===== src/hdl/bdtw_ram.sv =====
// Generic simple dual-port RAM with registered read.
// One write port, one read port; no dependencies.
module bdtw_ram #(
    parameter int WIDTH = 16,
    parameter int DEPTH = 16,
    localparam int AW = (DEPTH > 1) ? $clog2(DEPTH) : 1
) (
    input  logic             i_clk,
    input  logic             i_we,
    input  logic [AW-1:0]    i_waddr,
    input  logic [WIDTH-1:0] i_wdata,
    input  logic [AW-1:0]    i_raddr,
    output logic [WIDTH-1:0] o_rdata
);

    logic [WIDTH-1:0] r_mem [DEPTH];
    logic [WIDTH-1:0] r_rdata;

    always_ff @(posedge i_clk) begin
        if (i_we) begin
            r_mem[i_waddr] <= i_wdata;
        end
        r_rdata <= r_mem[i_raddr];
    end

    assign o_rdata = r_rdata;

endmodule


===== config.mk =====
export PLATFORM = sky130hd
export DESIGN_NAME = bdtw_ram
export DESIGN_NICKNAME = d
export VERILOG_FILES = /design/src/hdl/bdtw_ram.sv
export SDC_FILE = /design/constraint.sdc
export NUM_CORES = 1
export LEC_CHECK = 0
export ABC_CLOCK_PERIOD_IN_PS = 2900
export BUFFER_PORTS_ARGS = -buffer_cell sky130_fd_sc_hd__buf_2
export CORE_MARGIN = 4
export CORE_UTILIZATION = 60
export DETAILED_ROUTE_END_ITERATION = 8
export HOLD_SLACK_MARGIN = 0.06
export PLACE_DENSITY = 0.78
export SYNTH_ARGS = -nofsm -noshare
export SYNTH_HDL_FRONTEND = slang
export SYNTH_SLANG_ARGS = --single-unit

===== constraint.sdc =====
create_clock -name i_clk -period 2.9 [get_ports i_clk]
set_input_delay 0.435 -clock i_clk [delete_from_list [all_inputs] [get_ports i_clk]]
set_output_delay 0.435 -clock i_clk [all_outputs]
set_load 0.02 [all_outputs]

## Yosys cells after proc, flatten, opt, wreduce, memory -nomap -nowiden

Memories as Yosys holds them, arrays and structs flattened. A register that Yosys moved wholly into a read port is not among the register bits.
Cells that the tools add are included.

| word-level totals | value |
|---|---|
| memory bits (writable) | 256 |
| bits of input ports | 26 |
| word-level logic and storage cells | 3 |
| memories | 1 |
| output and inout port bits | 16 |
| flip-flop bits (word level) | 0 |

Memory list:

| memory | depth | bits a word | read ports | clocked after memory_dff | wr ports | line | source |
|---|---|---|---|---|---|---|---|
| r_mem | 16 | 16 | 1 | 1 | 1 | 16 | `logic [WIDTH-1:0] r_mem [DEPTH];` |

| operators by class | value |
|---|---|
| muxes and demuxes | 2 |

Operators by type and width:

| cell | number |
|---|---|
| 1-bit two-way mux | 2 |

## Longest topological paths before layout

| logic depth | value |
|---|---|
| depth in word-level cells | 2 |
| depth in mapped cells | 5 |
| depth with buffers taken out | 3 |

## Least setup slack after synthesis

No wires, ideal clock.

| timing | value |
|---|---|
| kind | input to register |
| start | in i_waddr[2] |
| end | mem r_mem[0][0], enable pin |
| cell stages on the path | 2 |
| setup slack | 0.410 ns |
| arrival time | 2.081 ns |
| cells stage by stage | or3b_2 -> nor3_1 |

RTL lines:

| what | line | source |
|---|---|---|
| from (decl) | 10 | `input logic [AW-1:0] i_waddr,` |
| to (decl) | 16 |  |

No word-level cell before the write port.

## Worst setup path in the final report

| timing | value |
|---|---|
| start | in i_waddr[2] |
| end | mem r_mem[8][4], enable pin |

No word-level cell before the write port.

==> reports/qor.txt <==
Status - completed
CTS tree - yes
Cell Pwr Density - 709 nW/um2
Critical path class - in -> reg
Fin crit period - 1.80 ns
Worst Skew - 0.0104 ns
Initial antenna violation count - 0
Setup TNS - 0 ns
Post-DP HPWL - 11000 um
Multi-input logic area - 1960 um2
CP Capture Type - flip-flop
Hold/Removal Path Class - in -> reg
Syn_area_per_cell - 23.2 um2
Crit path max fanout - 10
Num CTS Buffers - 26
H-tree Lvls - 1
Post-synth top area share - 0.765
Worst vdd ir - 0.478 mV
Die Ht - 137 um
CTS Buffer Depth - 3
Cells on worst reg2reg path - 3
Leakage - 3.81 nW
Peak Freq - 0.557 GHz
Worst hold margin - 0.288 ns
GR Util met1 - 0.303
Core Area - 16500 um2
CTS hold repair buffers - 0
Busiest grt layer - met2
Reg2Reg Setup Slack - 1.55 ns
WL final - 20100 um
# nets final - 534
Syn Std Cell Area - 10000 um2
RSZ-0062 raised after global routing - false
Clock power share - 0.409
Slew headroom - 0.382
Routed len/inst - 26.9 um
# resized after CTS - 0
Gr usage total - 0.223
Final period utilization - 0.619
Dominant cell type by area after synthesis - edfxtp_1
RR Startpoint - r_mem[10][6]
Crit path DAT - 1.99 ns
Fillcell total - 986
Hold depth - 1
Initial Util - 0.610
Worst hold start - i_wdata[5]
Layout cells sized above 1 - 0.335
# diodes - 0
Number of distinct library cells after synthesis - 19
GP Congestion - 0.795
Largest net degree at the start of global routing - 65
Power share of the combinational group - 0.051
Final hold vios - 0
Cell Int Power - 6.59 mW
Total Die Area - 18900 um2
Switching share of power - 0.196
Clk root buf - clkbuf_16
Slew Limit Fails - 0
Global Route met3 Usage - 0.0405
Synth Instances - 432
Drt drc - 0
Critical Path RT - 3.10 ns
Clk_lat worst skew - 0.51 ns
Setup crit start kind - primary input
Worst Max-Slew Pin Slew - 0.922 ns
Final setup viols - 0
Max-Cap Viols - 0
Met2 GRT Util - 0.382
Yosys warns - 0
IO Count - 42
First-pass GRT wire length - 30000 um
P_sw - 1.60 mW
I/O Buffers - 41
Post-DRT Antenna Nets - 0
Cell row count - 47
TritonRoute pass-1 iters - 4
Number of global-route vias before repair - 4835
Clk slew on worst S/H paths - 0.06 ns
Synth area leaders - edfxtp_1 77%, mux4_2 12%, dfxtp_1 3.2%
Die width - 137 um
Syn_nets - 458
Initial drt markers - 521
Register area share after synthesis - 0.797
FF/Latch Area - 8010 um2
Layout area overhead - 15.0%
Hold Path Sink - r_mem[1][5]
DR vias/cell - 6.32
Post-CTS setup buffer count - 0
Register share of total power - 0.540
Grt ovf - 0
Flops & latches, synth - 272
Vias - 4730
# clock sinks - 272
R2R Path End - o_rdata[6]
==> registers in the layout, summed over array words and instances, names as in the netlist <==
| name | cells |
|---|---|
| r_mem | 256 |
| o_rdata | 16 |
==> worst max path at each step <==
stage / slack (ns) / end / start / depth (start not counted)
finish: 1.10 / r_mem[8][4] / i_waddr[2] / 4
global route: 1.04 / r_mem[8][4] / i_waddr[2] / 4
CTS: 1.10 / r_mem[8][4] / i_waddr[2] / 4
detailed placement: 0.56 / r_mem[8][11] / i_waddr[2] / 4
global placement: 0.65 / r_mem[8][9] / i_waddr[2] / 4
floorplan: 0.41 / r_mem[0][0] / i_waddr[2] / 2
==> cells in the final DEF (no fill, tap or decap), drive strengths merged, types with 2 or more instances in the layout <==
cell      n
bufinv    3
clkbuf   38
nor3      4
clkinv    7
nor2b     2
nand2    17
nand2b    2
mux4     64
nand3b    2
buf      69
edfxtp  256
dfxtp    16
nor2     13
a22oi    32
==> cells by family (layout without fill, tap and decap cells) <==
kind of cell / after synthesis / after routing / synth area share
DFF: 272 / 272 / 0.797
muxes: 64 / 64 / 0.147
and+or+nand+nor: 43 / 43 / 0.0192
AOI/OAI and AO/OA: 32 / 32 / 0.0239
buffers and inverters: 21 / 117 / 0.0123
==> metal layers <==
layer | part of all wire | vias to the layer above | wire length [um]
li1 | - | 1987 | -
met1 | 0.39 | 2504 | 7880
met2 | 0.53 | 201 | 10600
met3 | 0.064 | 38 | 1280
met4 | 0.020 | 0 | 396
met5 | 0 | - | 0
==> per-stage QoR <==
step            util  power, mW  setup slack, ns  cells  area, um2
4_1_cts        0.701       8.25             1.10    748      11500
6_report       0.701       8.19             1.10    748      11500
2_1_floorplan      -       4.74            0.410    432      10000
5_1_grt        0.701       8.46             1.04    748      11500
3_3_place_gp   0.649       4.90            0.649    700      10700
3_5_place_dp   0.649       4.92            0.564    700      10700
==> power by group through the flow <==
stage	registers [mW]	logic, mW	clock network [mW]
5_1_grt	4.43	0.449	3.59
3_5_place_dp	4.50	0.417	0
6_report	4.42	0.415	3.35
2_1_floorplan	4.53	0.214	0
3_3_place_gp	4.50	0.405	0
4_1_cts	4.42	0.419	3.41
==> cell usage after synthesis <==
cell type and count:
a22oi_1 32, and2_1 1, buf_1 3, buf_2 3, buf_4 3, buf_6 4
clkbuf_1 8, dfxtp_1 16, edfxtp_1 256, mux4_1 10, mux4_2 54, nand2_1 17
nand2b_1 2, nand3_1 1, nand3b_1 2, nor2_1 13, nor2b_1 2, nor3_1 4
or3b_2 1
==> layout make-up <==
type                       instances  area share
clock inverter                    10      0.0106
multi-input combinational        139       0.170
timing repair buffer              69      0.0384
tap                              220      0.0238
clock buffer                      38      0.0638
sequential                       272       0.693
==> critical path, cell delays in order <==
cell and delay [ns]:
buf_2 0.12, nand3b_1 0.29, nor3_2 0.76, buf_4 0.38
(Power assumes the default switching activity.)
