## src/hdl/bdtw_pkg.sv

```systemverilog
// Package for the banded DTW sequence score core.
// Holds shared constants, codes, the job and status structs and the FSM state type.
package bdtw_pkg;

    localparam int MAX_FRAMES = 64;

    localparam int DIST_W  = 23;
    localparam int SIM_W   = 16;
    localparam int BAND_W  = 8;
    localparam int CFG_W   = 8;
    localparam int IDX_W   = 2;
    localparam int FRAME_CFG_W = 7;

    localparam logic [DIST_W-1:0] DIST_MAX = {DIST_W{1'b1}};
    localparam logic [SIM_W-1:0]  ONE_Q15  = 16'h8000;

    localparam logic [IDX_W-1:0] REG_REAL_FRAMES     = 2'd0;
    localparam logic [IDX_W-1:0] REG_TEMPLATE_FRAMES = 2'd1;
    localparam logic [IDX_W-1:0] REG_BAND_WIDTH      = 2'd2;

    localparam logic [1:0] STATUS_EXACT = 2'd0;
    localparam logic [1:0] STATUS_EMPTY = 2'd3;

    localparam logic [BAND_W-1:0] BAND_MIN_DEFAULT = 8'd10;
    localparam int FIFTH_MUL   = 205;
    localparam int FIFTH_SHIFT = 10;

    localparam int DIV_NW = 40;
    localparam int DIV_DW = 26;
    localparam int DIV_QW = 16;

    typedef struct packed {
        logic empty;
    } t_job;

    typedef struct packed {
        logic pass_done;
    } t_back_stat;

    typedef enum logic [3:0] {
        S_IDLE,
        S_SETUP,
        S_DIVN,
        S_ROW,
        S_DIAG,
        S_RD,
        S_CELL,
        S_NEXT,
        S_SCORE,
        S_SCOREW,
        S_EMIT
    } t_state;

endpackage

```

## src/hdl/bdtw_queue.sv

```systemverilog
// Two-entry job queue between the front and back parts.
// Depends on bdtw_pkg for the job type.
module bdtw_queue (
    input  logic           i_clk,
    input  logic           i_rst_n,
    input  logic           i_push,
    input  bdtw_pkg::t_job i_job,
    input  logic           i_pop,
    output logic           o_valid,
    output logic           o_full,
    output bdtw_pkg::t_job o_job
);

    bdtw_pkg::t_job r_mem [2];
    logic           r_wr;
    logic           r_rd;
    logic [1:0]     r_cnt;
    logic           do_push;
    logic           do_pop;

    assign do_push = i_push && (r_cnt != 2'd2);
    assign do_pop  = i_pop && (r_cnt != 2'd0);

    always_ff @(posedge i_clk) begin
        if (!i_rst_n) begin
            r_wr  <= 1'b0;
            r_rd  <= 1'b0;
            r_cnt <= 2'd0;
        end else begin
            if (do_push) begin
                r_wr <= ~r_wr;
            end
            if (do_pop) begin
                r_rd <= ~r_rd;
            end
            r_cnt <= r_cnt + {1'b0, do_push} - {1'b0, do_pop};
        end
    end

    always_ff @(posedge i_clk) begin
        if (do_push) begin
            r_mem[r_wr] <= i_job;
        end
    end

    assign o_valid = r_cnt != 2'd0;
    assign o_full  = r_cnt == 2'd2;
    assign o_job   = r_mem[r_rd];

endmodule

```

## config.mk

```make
export PLATFORM = sky130hd
export DESIGN_NAME = bdtw_queue
export DESIGN_NICKNAME = d
export VERILOG_FILES = /design/src/hdl/bdtw_pkg.sv /design/src/hdl/bdtw_queue.sv
export SDC_FILE = /design/constraint.sdc
export NUM_CORES = 1
export LEC_CHECK = 0
export BUFFER_PORTS_ARGS = -buffer_cell sky130_fd_sc_hd__buf_2
export CAP_MARGIN = 20
export CORE_AREA = 2 2 39 41
export DETAILED_ROUTE_END_ITERATION = 8
export DIE_AREA = 0 0 41 43
export HOLD_SLACK_MARGIN = 0.12
export PLACE_DENSITY = 0.45
export SLEW_MARGIN = 20
export SYNTH_ARGS = -nofsm -noshare
export SYNTH_HDL_FRONTEND = slang
export SYNTH_SLANG_ARGS = --single-unit
```

## constraint.sdc

```tcl
create_clock -name i_clk -period 1.6 [get_ports i_clk]
set_clock_uncertainty 0.2 [all_clocks]
set_input_delay 0.24 -clock i_clk [delete_from_list [all_inputs] [get_ports i_clk]]
set_output_delay 0.24 -clock i_clk [all_outputs]
set_load 0.02 [all_outputs]
```

### Word-level counts from Yosys, hierarchy flattened

Memories as Yosys holds them, arrays and structs flattened. A register that Yosys moved wholly into a read port is not among the register bits.
Index checks and enable logic that the tools add are counted.

| word-level totals | value |
|---|---|
| register bits after elaboration | 4 |
| RAM bits | 2 |
| bits of input ports | 5 |
| output and inout port bits | 3 |
| memories | 1 |

| cells by class | value |
|---|---|
| add/sub/neg operators | 2 |
| equal/unequal tests | 2 |
| mux-type cells | 4 |
| bitwise logic cells | 2 |
| reductions and logical operators | 3 |

Memory list:

| memory | words | bits a word | read ports | clocked after memory_dff | wr ports | line | RTL |
|---|---|---|---|---|---|---|---|
| r_mem | 2 | 1 | 1 | 1 | 1 | bdtw_queue.sv:14 | `bdtw_pkg::t_job r_mem [2];` |

Operators by type and width:

| operator | number |
|---|---|
| 1-bit 2-to-1 mux | 4 |
| 2-bit by 1-bit adder with 2-bit output | 1 |
| 2-bit equality test (second input constant) | 1 |
| 1-bit logical AND | 2 |
| 2-bit != test (second input constant) | 1 |
| 1-bit NOT | 2 |
| 2-bit nonzero test | 1 |
| 2-bit by 1-bit subtractor with 2-bit output | 1 |

### Depth between registers and ports, before layout

| logic depth | value |
|---|---|
| depth after elaboration | 4 |
| gate-level depth with buffers | 8 |
| gate-level depth less buffers | 8 |

### Least setup slack after synthesis

OpenSTA, ideal clock, no wires.

| timing | value |
|---|---|
| path type | register to register |
| start | register r_cnt[0] |
| end | register r_cnt[1] |
| library setup time | 0.078 ns |
| arrival time | 1.424 ns |
| data required time | 1.322 ns |
| path slack | -0.102 ns |
| stages on the path, launching flop included | 9 |
| path buffers | 0 |
| period minus slack after synthesis | 1.702 ns |
| path through | dfxtp_1 nand2b_1 nand2_1 ha_1 inv_1 ha_1 xor2_1 and2_1 nor3_1 |

| on the way | value |
|---|---|
| word-level cells in the longest chain between the ends | 4 |
| elaborated cells between the ends (all ways) | 6 |
| those cells by class | 2 x add/sub; 1 x eq/ne; 3 x reduce/logical |

Ends and longest elaborated chain:

| what | line | RTL |
|---|---|---|
| start, declared | bdtw_queue.sv:17 | `logic [1:0] r_cnt;` |
| start signal, assigned | bdtw_queue.sv:36 | `r_cnt <= r_cnt + {1'b0, do_push} - {1'b0, do_pop};` |
| 2-bit != test | bdtw_queue.sv:21 | `assign do_push = i_push && (r_cnt != 2'd2);` |
| 1-bit logical AND | bdtw_queue.sv:21 |  |
| 2-bit by 1-bit adder with 2-bit output | bdtw_queue.sv:36 |  |
| 2-bit by 1-bit subtractor with 2-bit output * | bdtw_queue.sv:36 |  |

Every way passes the cells marked *; elsewhere a longest branch is shown, timed or not.
A chain may end at the register's enable or synchronous reset.

### Worst setup path after layout

| timing | value |
|---|---|
| start | register r_cnt[1] |
| end | register r_cnt[1] |

| on the way | value |
|---|---|
| elaborated cells between the ends (all ways) | 6 |
| those cells by class | 2 x add/sub; 1 x eq/ne; 3 x reduce/logical |

RTL lines:

| what | line | RTL |
|---|---|---|
| 2-bit nonzero test | bdtw_queue.sv:22 | `assign do_pop = i_pop && (r_cnt != 2'd0);` |
| 1-bit logical AND | bdtw_queue.sv:22 |  |
| via do_pop | bdtw_queue.sv:19 | `logic do_pop;` |
| 2-bit by 1-bit subtractor with 2-bit output | bdtw_queue.sv:36 |  |

The timed path passes the listed nets, and every way through them passes these cells.

==> flow_metrics.env <==
export IMPL_drt_iter0_markers=0
export IMPL_ys_warn_count=0
export IMPL_cts_inserted_buffers=3
export IMPL_synth_area_leaders="dfxtp_1 (32%), edfxtp_1 (19%), ha_1 (8.1%)"
export IMPL_tightest_slew_ns=0.1661
export IMPL_p_total_uw=917.6
export IMPL_cts_root_buf="clkbuf_4"
export IMPL_synth_edf_count=2
export IMPL_cp_required_ns=1.57
export IMPL_drcViolationCount=0
export IMPL_path_max_fanout=3
export IMPL_nNetsFinal=56
export IMPL_portBuffers=7
export IMPL_status="complete, but fails checks"
export IMPL_vdd_ir_drop_max_uv=481.0
export IMPL_setup_viol_count_final=1
export IMPL_rsz0062_at_grt="true"
export IMPL_worst_skew_pair_late_latency_ns=0.25
export IMPL_avgSynthCellArea_um2=10.30
export IMPL_rows=14
export IMPL_violations="setup timing"
export IMPL_fmax_mhz=604.1
export IMPL_dieArea_mm2=0.001763
export IMPL_synth_top_area_frac=0.3239
export IMPL_p_leak_uw=0.0002381
export IMPL_num_vias=262
export IMPL_worst_path_largest_cell_delay_ns=0.36
export IMPL_hold_viol=0
export IMPL_p_per_area_mw_per_mm2=1789
export IMPL_fin_crit_sh=1.035
export IMPL_crit_path_end_kind="register"
export IMPL_viasPerCell=4.094
export IMPL_hold_worst_slack_ns=0.1827
export IMPL_slew_headroom=0.8885
export IMPL_die_w_um=41
export IMPL_hold_start="i_push"
export IMPL_async_flop_share=0
export IMPL_crit_slowest_cell="dfxtp_4"
export IMPL_fin_cells=64
export IMPL_area_delta_synth_final_pct=65.99
export IMPL_place_congestion=0.7583
export IMPL_syn_num_nets=37
export IMPL_firstDrtPassIters=1
export IMPL_diodes=0
export IMPL_htreeDepth=1
export IMPL_startpoint_type="register"
export IMPL_finalWorstPathRequiredPeriod_ns=1.655
export IMPL_min_path_type="in -> reg"
export IMPL_cp_arrival_ns=1.62
export IMPL_crit_top_cell="ha_4"
export IMPL_clock_sinks=7
export IMPL_layout_setup_ws_ns=-0.05529
export IMPL_ys_ff_latch=7
export IMPL_path_class="reg -> reg"
export IMPL_gr_usage_all_layers=0.07855
export IMPL_synth_main_ff_cell="dfxtp_1"
export IMPL_dp_final_hpwl_um=408.8
export IMPL_gr_total_overflow=0
export IMPL_reg2reg_from="r_cnt[1]$_SDFF_PN0_"
export IMPL_syn_instance_count=30
export IMPL_grt_pass1_wl_um=862
export IMPL_dp_cells=57
export IMPL_crit_chain="o21a_4, ha_4, inv_2, ha_4, xor2_1, and2_1, nor3_2"
export IMPL_maxSlewViolCount=0
export IMPL_grt_pass1_vias=243
export IMPL_die_h_um=43
export IMPL_wl_um=543
export IMPL_antenna_found_initial=0
export IMPL_yosysMostFrequentCell="dfxtp_1"
export IMPL_io_pins=8
export IMPL_yosysTopAreaCell="dfxtp_1"
export IMPL_cts_tree="done"
export IMPL_clk_pin_slew_ns=0.05
export IMPL_avgRoutedWirePerCell_um=8.484
export IMPL_synth_cell_types=16
export IMPL_ant_nets=0
export IMPL_drv_cap=0
export IMPL_netlist_area_um2=309.0
export IMPL_layout_drive_gt1_share=0.5417
export IMPL_worstSetupStartpoint="r_cnt[1]$_SDFF_PN0_"
export IMPL_synthTopCellsByCount="dfxtp_1 (5), nor2_1 (4), inv_1 (3)"
export IMPL_yosysSeqAreaShare=0.5182
export IMPL_core_area_mm2=0.001384
export IMPL_cts_buffer_depth=2
export IMPL_grt_max_degree=5
export IMPL_initial_core_util=0.2233
-- timing repair --
item / in CTS / in global routing
hold buffers: 2 / 0
gates resized for setup: 3 / 4
buffers inserted: 1 / 0
pin swaps: 1 / 0
endpoints found under the setup margin: 1 / 2
hold endpoints to repair: 7 / 0
-- per-layer routing --
metal | part of all wire | vias up | global-route usage
li1 | - | 134 | -
met1 | 0.37 | 125 | 0.08117
met2 | 0.58 | 3 | 0.1094
met3 | 0.050 | 0 | 0.04712
met4 | 0 | 0 | 0.06000
met5 | 0 | - | 0
-- kinds of logic (layout without fill, tap and decap cells) --
kind of cell	after synthesis	count (layout)	share of synthesized area
buffers and inverters	3	21	0.03643
flip-flops	7	7	0.5182
multiplexers	2	2	0.06882
XOR/XNOR	2	2	0.05669
adder cells (fa/ha/maj)	2	2	0.08096
AND/OR/NAND/NOR	13	13	0.2105
AO/OA/AOI/OAI	1	1	0.02835
-- through the flow --
| step | TNS [ns] | setup slack, ns | area, um^2 | util |
|---|---|---|---|---|
| final | -0.05529 | -0.05529 | 513.0 | 0.3707 |
| after global routing | -0.1269 | -0.1269 | 513.0 | 0.3707 |
| after CTS | -0.1009 | -0.07274 | 499.2 | 0.3608 |
| after detailed placement | -0.1104 | -0.1104 | 432.9 | 0.3128 |
| after global placement | -0.06722 | -0.06722 | 432.9 | 0.3128 |
| after floorplan | -0.05070 | -0.05070 | 347.8 | - |
-- worst paths after layout --
check | to | slack, ns | cells past startpoint
max | r_cnt[1]$_SDFF_PN0_ | -0.06 | 7
min | r_mem[1]$_DFFE_PP_ | 0.18 | 2
max reg2reg | r_cnt[1]$_SDFF_PN0_ | -0.06 | 7
min reg2reg | r_wr$_SDFFE_PN0P_ | 0.28 | 2
-- report_power, final --
| group | internal, uW | total (uW) | leakage, uW | switching (uW) |
|---|---|---|---|---|
| registers | 252 | 295 | 0.0000610 | 42.5 |
| clock network | 95.0 | 158 | 0.0000150 | 62.7 |
| logic | 264 | 465 | 0.000162 | 201 |
| total | 611 | 918 | 0.000238 | 307 |
-- cells in the final DEF, fill, tap and decap left out --
| master | instances |
|---|---|
| and2_1 | 2 |
| and3_1 | 1 |
| buf_2 | 6 |
| buf_4 | 5 |
| buf_6 | 1 |
| clkbuf_1 | 1 |
| clkbuf_4 | 3 |
| dfxtp_1 | 3 |
| dfxtp_2 | 1 |
| dfxtp_4 | 1 |
| dlygate4sd3_1 | 2 |
| edfxtp_1 | 2 |
| ha_4 | 2 |
| inv_1 | 2 |
| inv_2 | 1 |
| mux2_2 | 1 |
| mux2i_1 | 1 |
| nand2_1 | 1 |
| nand2_4 | 1 |
| nand2b_1 | 1 |
| nand2b_4 | 1 |
| nor2_1 | 4 |
| nor3_2 | 1 |
| o21a_4 | 1 |
| or2_4 | 1 |
| xnor2_1 | 1 |
| xor2_1 | 1 |
-- worst max-delay path: cells and delay by family, from the launching register on --
family | cells | cell delay, ns
AO/OA/AOI/OAI | 1 | 0.20
XOR/XNOR | 1 | 0.14
adder cells (fa/ha/maj) | 2 | 0.40
AND/OR/NAND/NOR | 2 | 0.25
buffers and inverters | 1 | 0.03
flip-flops | 1 | 0.36
-- area by class of cell --
| class | count | area [um^2] |
|---|---|---|
| Fill cell | 150 | 870.8 |
| Multi-Input combinational cell | 20 | 191.4 |
| Clock buffer | 4 | 26.28 |
| Tap cell | 16 | 20.02 |
| Timing Repair Buffer | 14 | 98.84 |
| Sequential cell | 7 | 165.2 |
| Inverter | 3 | 11.26 |
Note: power is estimated with default switching activity, not from simulation.
