==> src/hdl/bdtw_pkg.sv <==
// Package for the banded DTW sequence score core.
// Holds shared constants, codes, the job and status structs and the FSM state type.
package bdtw_pkg;

    localparam int MAX_FRAMES = 64;

    localparam int DIST_W  = 23;
    localparam int SIM_W   = 16;
    localparam int BAND_W  = 8;
    localparam int CFG_W   = 8;
    localparam int IDX_W   = 2;
    localparam int FRAME_CFG_W = 7;

    localparam logic [DIST_W-1:0] DIST_MAX = {DIST_W{1'b1}};
    localparam logic [SIM_W-1:0]  ONE_Q15  = 16'h8000;

    localparam logic [IDX_W-1:0] REG_REAL_FRAMES     = 2'd0;
    localparam logic [IDX_W-1:0] REG_TEMPLATE_FRAMES = 2'd1;
    localparam logic [IDX_W-1:0] REG_BAND_WIDTH      = 2'd2;

    localparam logic [1:0] STATUS_EXACT = 2'd0;
    localparam logic [1:0] STATUS_EMPTY = 2'd3;

    localparam logic [BAND_W-1:0] BAND_MIN_DEFAULT = 8'd10;
    localparam int FIFTH_MUL   = 205;
    localparam int FIFTH_SHIFT = 10;

    localparam int DIV_NW = 40;
    localparam int DIV_DW = 26;
    localparam int DIV_QW = 16;

    typedef struct packed {
        logic empty;
    } t_job;

    typedef struct packed {
        logic pass_done;
    } t_back_stat;

    typedef enum logic [3:0] {
        S_IDLE,
        S_SETUP,
        S_DIVN,
        S_ROW,
        S_DIAG,
        S_RD,
        S_CELL,
        S_NEXT,
        S_SCORE,
        S_SCOREW,
        S_EMIT
    } t_state;

endpackage

==> src/hdl/bdtw_front.sv <==
// Front part: configuration registers, cell loading and job classification.
// Depends on bdtw_pkg.
module bdtw_front #(
    parameter int P_MAX_FRAMES = bdtw_pkg::MAX_FRAMES,
    localparam int FW  = $clog2(P_MAX_FRAMES + 1),
    localparam int CAW = $clog2(P_MAX_FRAMES * P_MAX_FRAMES),
    localparam int CW  = $clog2(P_MAX_FRAMES * P_MAX_FRAMES + 1)
) (
    input  logic                           i_clk,
    input  logic                           i_rst_n,
    input  logic                           i_cfg_valid,
    output logic                           o_cfg_ready,
    input  logic [bdtw_pkg::IDX_W-1:0]     i_cfg_index,
    input  logic [bdtw_pkg::CFG_W-1:0]     i_cfg_data,
    input  logic                           i_in_valid,
    output logic                           o_in_stall,
    input  logic [bdtw_pkg::SIM_W-1:0]     i_similarity,
    output logic [FW-1:0]                  o_m,
    output logic [FW-1:0]                  o_n,
    output logic [bdtw_pkg::BAND_W-1:0]    o_bw,
    output logic                           o_store_we,
    output logic [CAW-1:0]                 o_store_waddr,
    output logic [bdtw_pkg::SIM_W-1:0]     o_store_wdata,
    output logic                           o_job_push,
    output bdtw_pkg::t_job                 o_job,
    input  logic                           i_queue_full,
    input  bdtw_pkg::t_back_stat           i_back_stat
);

    logic [bdtw_pkg::FRAME_CFG_W-1:0] r_m_cfg;
    logic [bdtw_pkg::FRAME_CFG_W-1:0] r_n_cfg;
    logic [bdtw_pkg::BAND_W-1:0]      r_bw;
    logic [CW-1:0]                    r_count;
    logic                             r_busy;
    logic [FW-1:0]                    m_clamped;
    logic [FW-1:0]                    n_clamped;
    logic [CW-1:0]                    cells;
    logic                             cfg_we;
    logic                             accept;
    logic                             is_empty;
    logic                             is_last;

    always_comb begin
        m_clamped = (32'(r_m_cfg) > P_MAX_FRAMES) ? FW'(P_MAX_FRAMES) : FW'(r_m_cfg);
        n_clamped = (32'(r_n_cfg) > P_MAX_FRAMES) ? FW'(P_MAX_FRAMES) : FW'(r_n_cfg);
        cells     = CW'(32'(m_clamped) * 32'(n_clamped));
        cfg_we    = i_cfg_valid;
        accept    = i_in_valid && !o_in_stall;
        is_empty  = cells == '0;
        is_last   = (r_count + 1'b1) == cells;
    end

    always_ff @(posedge i_clk) begin
        if (!i_rst_n) begin
            r_m_cfg <= '0;
            r_n_cfg <= '0;
            r_bw    <= '0;
            r_count <= '0;
            r_busy  <= 1'b0;
        end else begin
            if (cfg_we) begin
                unique case (i_cfg_index)
                    bdtw_pkg::REG_REAL_FRAMES: begin
                        r_m_cfg <= i_cfg_data[bdtw_pkg::FRAME_CFG_W-1:0];
                        r_count <= '0;
                    end
                    bdtw_pkg::REG_TEMPLATE_FRAMES: begin
                        r_n_cfg <= i_cfg_data[bdtw_pkg::FRAME_CFG_W-1:0];
                        r_count <= '0;
                    end
                    bdtw_pkg::REG_BAND_WIDTH: begin
                        r_bw    <= i_cfg_data;
                        r_count <= '0;
                    end
                    default: begin
                    end
                endcase
            end else if (accept && !is_empty) begin
                r_count <= is_last ? '0 : r_count + 1'b1;
            end
            if (accept && !is_empty && is_last) begin
                r_busy <= 1'b1;
            end else if (i_back_stat.pass_done) begin
                r_busy <= 1'b0;
            end
        end
    end

    assign o_cfg_ready   = 1'b1;
    assign o_in_stall    = r_busy || i_queue_full;
    assign o_m           = m_clamped;
    assign o_n           = n_clamped;
    assign o_bw          = r_bw;
    assign o_store_we    = accept && !is_empty;
    assign o_store_waddr = r_count[CAW-1:0];
    assign o_store_wdata = i_similarity;
    assign o_job_push    = accept && (is_empty || is_last);
    assign o_job.empty   = is_empty;

endmodule

==> config.mk <==
export PLATFORM = sky130hd
export DESIGN_NAME = bdtw_front
export DESIGN_NICKNAME = d
export VERILOG_FILES = /design/src/hdl/bdtw_pkg.sv /design/src/hdl/bdtw_front.sv
export SDC_FILE = /design/constraint.sdc
export NUM_CORES = 1
export LEC_CHECK = 0
export BUFFER_PORTS_ARGS = -buffer_cell sky130_fd_sc_hd__buf_2
export CORE_UTILIZATION = 30
export DETAILED_ROUTE_END_ITERATION = 6
export HOLD_SLACK_MARGIN = 0.08
export SYNTH_ARGS = -nofsm -noshare
export SYNTH_HDL_FRONTEND = slang
export SYNTH_SLANG_ARGS = --single-unit
==> constraint.sdc <==
create_clock -name i_clk -period 6.65 [get_ports i_clk]
set_clock_uncertainty 0.05 [all_clocks]
set_input_delay 0.9975 -clock i_clk [delete_from_list [all_inputs] [get_ports i_clk]]
set_output_delay 0.9975 -clock i_clk [all_outputs]
set_load 0.005 [all_outputs]
# ---- Yosys cells after proc, flatten, opt, wreduce, memory -nomap -nowiden
# Cells that the tools add are included.
dict set report totals {
  n_memories 0
  word_cells 38
  romBits 0
  inputBits 32
  out_inout_bits 55
  latchBits 0
  mem_bits_rw 0
  ff_bits 36
}
dict set report classes {
  div_mod_pow 0
  reduce_logical 17
  shifts 0
  n_eq_ne 4
  magnitude_cmp 2
  add_sub_neg 1
  muxes 8
  multipliers 1
  bitwise_logic 0
}
# op n
set op_table {}
lappend op_table {{13-bit 2-to-1 mux} 4}
lappend op_table {{7-bit greater-than comparator, second input constant} 2}
lappend op_table {{7-bit 2-to-1 mux} 2}
lappend op_table {{13-bit by 1-bit adder with 13-bit output, second input constant} 1}
lappend op_table {{13-bit equality test} 1}
lappend op_table {{13-bit logical NOT} 1}
lappend op_table {{7-bit by 7-bit multiplier with 13-bit output} 1}
lappend op_table {{2-bit AND reduction} 4}
lappend op_table {{1-bit logical AND} 4}
lappend op_table {{2-bit nonzero test} 2}
lappend op_table {{3-bit OR reduction} 1}
lappend op_table {{2-bit by 1-bit equality test with 1-bit output, second input constant} 1}
lappend op_table {{2-bit equality test, second input constant} 1}
lappend op_table {{1-bit logical NOT} 2}
lappend op_table {{2-bit logical NOT} 1}
lappend op_table {{1-bit logical OR} 2}
lappend op_table {{1-bit 2-to-1 mux} 2}
lappend op_table {{2-bit != test, second input constant} 1}

# ---- Logic depth before layout (Yosys ltp)
dict set report logic_depth {
  ltp_word 8
  mapped_depth 23
  ltp_nobuf 21
}

# ---- Worst setup path after synthesis
# No wires, ideal clock.
dict set report synth_timing {
  path_type {flip-flop to output port}
  startpoint {register r_m_cfg[6] (netlist name)}
  endpoint {output port o_job_push}
  t_arrival_ns 5.289
  setup_slack_ns 0.313
  path_stages_with_launch 20
  t_required_ns 5.602
  path_cell_list {dfxtp_1 clkinv_1 nand2_1 inv_1 and2_1 fa_1 inv_1 fa_1 fa_1 inv_1 fa_1 ha_1 o21a_1 o31ai_2 a21boi_2 or4_1 a211o_1 nor4b_2 nor2_1 nor2_1}
}
dict set report synth_between {
  elab_chain_cells 6
  word_cells_on_any_way 7
  classes_between {mul: 1; order compare: 1; eq/ne: 1; mux: 1; reduce/logical: 3}
}
# element line_no
set synth_rtl {}
lappend synth_rtl {{start: declaration} bdtw_front.sv:30} ;# logic [bdtw_pkg::FRAME_CFG_W-1:0] r_m_cfg;
lappend synth_rtl {{start signal: assignment} bdtw_front.sv:64} ;# r_m_cfg <= i_cfg_data[bdtw_pkg::FRAME_CFG_W-1:0];
lappend synth_rtl {{7-bit greater-than comparator} bdtw_front.sv:44} ;# m_clamped = (32'(r_m_cfg) > P_MAX_FRAMES) ? FW'(P_MAX_FRAMES) : FW'(r_m_cfg);
lappend synth_rtl {{7-bit 2-to-1 mux} bdtw_front.sv:44}
lappend synth_rtl {{named net o_m[0]} bdtw_front.sv:18} ;# output logic [FW-1:0] o_m,
lappend synth_rtl {{7-bit by 7-bit multiplier with 13-bit output} bdtw_front.sv:46} ;# cells = CW'(32'(m_clamped) * 32'(n_clamped));
lappend synth_rtl {{13-bit logical NOT} bdtw_front.sv:49} ;# is_empty = cells == '0;
lappend synth_rtl {{named net o_job} bdtw_front.sv:25} ;# output bdtw_pkg::t_job o_job,
lappend synth_rtl {{1-bit logical OR} bdtw_front.sv:97} ;# assign o_job_push = accept && (is_empty || is_last);
lappend synth_rtl {{1-bit logical AND} bdtw_front.sv:97}
lappend synth_rtl {{end: declaration} bdtw_front.sv:24} ;# output logic o_job_push,
# The timed path passes the listed nets, and every way through them passes these cells.

# ---- Worst setup path in the final report
dict set report layout_timing {
  startpoint {register r_m_cfg[6] (netlist name)}
  endpoint {output port o_job_push}
}
dict set report layout_between {
  elab_chain_cells 6
  word_cells_on_any_way 7
  classes_between {mul: 1; order compare: 1; eq/ne: 1; mux: 1; reduce/logical: 3}
}
# element line_no
set layout_rtl {}
lappend layout_rtl {{7-bit greater-than comparator} bdtw_front.sv:44}
lappend layout_rtl {{7-bit 2-to-1 mux *} bdtw_front.sv:44}
lappend layout_rtl {{7-bit by 7-bit multiplier with 13-bit output *} bdtw_front.sv:46}
lappend layout_rtl {{13-bit equality test / 13-bit logical NOT (equally long branches)} {bdtw_front.sv:50, bdtw_front.sv:49}}
lappend layout_rtl {{1-bit logical OR *} bdtw_front.sv:97}
lappend layout_rtl {{1-bit logical AND *} bdtw_front.sv:97}
# Mark *: on every way between the ends. The rest lies on a longest branch, timed or not.

==> out/metrics.cfg <==
[status]
status=completed

[run]
drv_cap=0

[synth]
yosys.area.top_type_share_pct=18.3
synth-compound-area-share_pct=10.8
synthMuxAreaShare_pct=6.09
yosys.area_share.simple_pct=23.3
synth_cell_types=57
yosysMostFrequentCell=nor2_1
yosysWarnings=0
synth_area_per_cell_um2=8.26
synth.cell_area_um2=3950
yosysSeqAreaShare_pct=18.3
synth_xor_area_share_pct=7.48
synth-async-reset-ratio_pct=0
synth_nets=564
synthAdderAreaFrac_pct=21.5
yosysTopAreaCell=dfxtp_1
synth_flop_cell=dfxtp_1
synthCells=478
synthTopCellsByCount=nor2_1 (56), inv_1 (50), nand2_1 (46)
ys_ff_latch=36
synth_top_cells_by_area=dfxtp_1 (18%), fa_1 (12%), ha_1 (9.8%), mux2i_1 (6.1%), buf_4 (5.5%)
synth_edf_count=0
synth_top_family_by_area=simple AND/OR/NAND/NOR gates

[placed_design]
placed_area_um2=4180
post-dp-hpwl_um=7590
dpl.cell_count=663
gp_congestion=0.892
port_buffers=53

[timing]
rsz0062_at_grt=false
slew_headroom_pct=22.7
setup-tns-final_ns=0
hold_viol=0
fin_hold_ws_ns=0.424
maxSlewViolCount=0
layout_min_cycle_time_ns=6.40
tightest_slew_ns=1.16
period_share_pct=96.3
max_freq_mhz=156
finalSetupViolCount=0

[final_layout]
finalNonFillerCells=681
area_growth_pct=14.6
final_nets=594
fin_util_pct=35.5
multi_input_area_um2=2830
final_cell_area_um2=4520
n_fill_cell=1375
regArea_um2=723
drive_gt1_share_pct=23.4
num_antenna_cells=0

[global_route]
antenna_found_initial=0
grt_use_total_pct=14.0
overflow=0
grt_pass1_vias=3002
grt_pass1_wl_um=15000
grt_max_degree=39

[drt]
drt-total-wl_um=9310
first_pass_iters=5
drt_iter0_drc=196
antenna_left=0
wl_per_cell_um=13.7
viasPerCell=4.82
via_count=3281
drc=0

[worst_setup_path]
path_max_fanout=8
crit_path_start_kind=flip-flop
worst-path-buf-inv=5
cp_slowest_stage_delay_ns=0.58
crit_family=adder cells
worst_setup_path_end_kind=output port
worst_ep_arrival_time_ns=5.36
worst_path_most_repeated_cell=fa_1
path_class=flip-flop to output port
cp_cell_sequence=inv_2 > buf_4 > nand2_2 > inv_2 > nand2_1 > fa_1 > fa_1 > fa_1 > inv_1 > fa_1 > ha_4 > o21a_1 > o31ai_4 > a21oi_4 > xnor3_1 > or4_1 > nand4bb_4 > nor2_4 > nor2_1 > nor2_1 > buf_2
critPathRequiredTime_ns=5.60
cp_slowest_cell=fa_1

[clock_tree]
cts_buffers=5
clkSinkCount=36
clk_pin_slew_ns=0.06
cts_tree=done
clk_latency_ns=0.28
cts-root-buf=clkbuf_16
postCtsHoldBufs=0
cts_buffer_depth=2
h-tree-depth=2

[floorplanning]
chipWidth_um=117
die_h_um=117
dieArea_um2=13600
io-pin-count=87
initial_utilization_pct=31.0
placementRows=41
design.core.area_um2=12700

[power_and_ir_drop]
powerDensity_nw_per_um2=125
p_leak_nw=2.30
peakVddDrop_mv=0.135

[worst_hold_path]
min_path_type=flip-flop to flip-flop

[where the power goes]
part           total [W]  internal, W  leakage [nW]  switching [W]
sequential      0.000224     0.000221         0.292     0.00000344
clock           0.000268     0.000176        0.0798      0.0000923
combinational  0.0000726    0.0000317          1.93      0.0000409
total           0.000565     0.000428          2.30       0.000137
[logic make-up (layout without fill, tap and decap cells)]
kind of cell | Yosys count | in the layout
XOR/XNOR | 29 | 29
AND/OR/NAND/NOR | 181 | 181
buffers and inverters | 98 | 129
multiplexers | 24 | 24
other | 1 | 1
adder cells (fa/ha/maj) | 54 | 54
flip-flops | 36 | 36
AO/OA/AOI/OAI | 55 | 55
[sequential cells by signal, indices dropped and copies added (netlist names)]
signal   count
r_busy       1
r_n_cfg      7
o_bw         8
r_m_cfg      7
r_count     13
[final timing paths]
path                            slack [ns]          end  cells past startpoint         from
worst max-delay path                  0.25   o_job_push                     21   r_m_cfg[6]
worst min-delay path                  0.42  r_count[12]                      2  r_count[12]
worst max register to register        0.91   r_count[8]                     21   r_m_cfg[6]
worst min register to register        0.42  r_count[12]                      2  r_count[12]
[worst reg2reg max path, delay by kind of cell, from the launching register on]
kind,cells,cell delay [ns]
xor+xnor,1,0.31
fa+ha+maj,5,2.33
compound gates,5,1.06
simple gates,5,1.06
flops,1,0.32
buf+inv,5,0.51
[cell usage in the layout, fill, tap and decap left out, types with 3 or more instances in the layout]
| master | instances |
|---|---|
| a2111oi_2 | 3 |
| a211o_1 | 6 |
| a21o_1 | 4 |
| a21oi_1 | 15 |
| a31oi_1 | 3 |
| and2_1 | 11 |
| and3_1 | 7 |
| buf_2 | 53 |
| buf_4 | 17 |
| clkbuf_16 | 5 |
| dfxtp_1 | 34 |
| fa_1 | 23 |
| ha_1 | 28 |
| inv_1 | 45 |
| inv_2 | 6 |
| mux2i_1 | 23 |
| nand2_1 | 41 |
| nand2_2 | 5 |
| nand2b_1 | 9 |
| nand3_1 | 13 |
| nand3b_1 | 3 |
| nand4b_1 | 4 |
| nor2_1 | 52 |
| nor2_2 | 3 |
| nor2b_1 | 5 |
| nor3_1 | 8 |
| nor4_1 | 3 |
| o21a_1 | 4 |
| o21ai_0 | 4 |
| xnor2_1 | 16 |
| xnor3_1 | 3 |
| xor2_1 | 8 |
[layer usage]
layer / global-route usage (%) / vias up / wire length [µm]
li1: - / 1611 / -
met1: 19.9 / 1580 / 4360
met2: 21.9 / 79 / 4340
met3: 2.28 / 11 / 518
met4: 3.97 / 0 / 99
met5: 0 / - / 0
[stage by stage]
| stage | worst slack (ns) | power, W |
|---|---|---|
| after floorplan | 0.313 | 0.000280 |
| after global placement | 0.338 | 0.000294 |
| after detailed placement | 0.222 | 0.000296 |
| after CTS | 0.00587 | 0.000568 |
| after global routing | 0.00981 | 0.000590 |
| final | 0.247 | 0.000565 |
[layout make-up]
| type | count | share of cell area [%] |
|---|---|---|
| clock buffer | 5 | 2.77 |
| clock inverter | 3 | 0.941 |
| inverter | 51 | 4.23 |
| multi-input combinational | 344 | 62.6 |
| sequential | 36 | 16.0 |
| tap | 172 | 4.76 |
| timing repair buffer | 70 | 8.69 |
[what timing repair did]
item | 4_1_cts | 5_1_grt
pin swaps | 0 | 9
buffers inserted | 0 | 10
resized for setup | 8 | 23
endpoints found under the setup margin | 2 | 3
(Power assumes the default switching activity.)
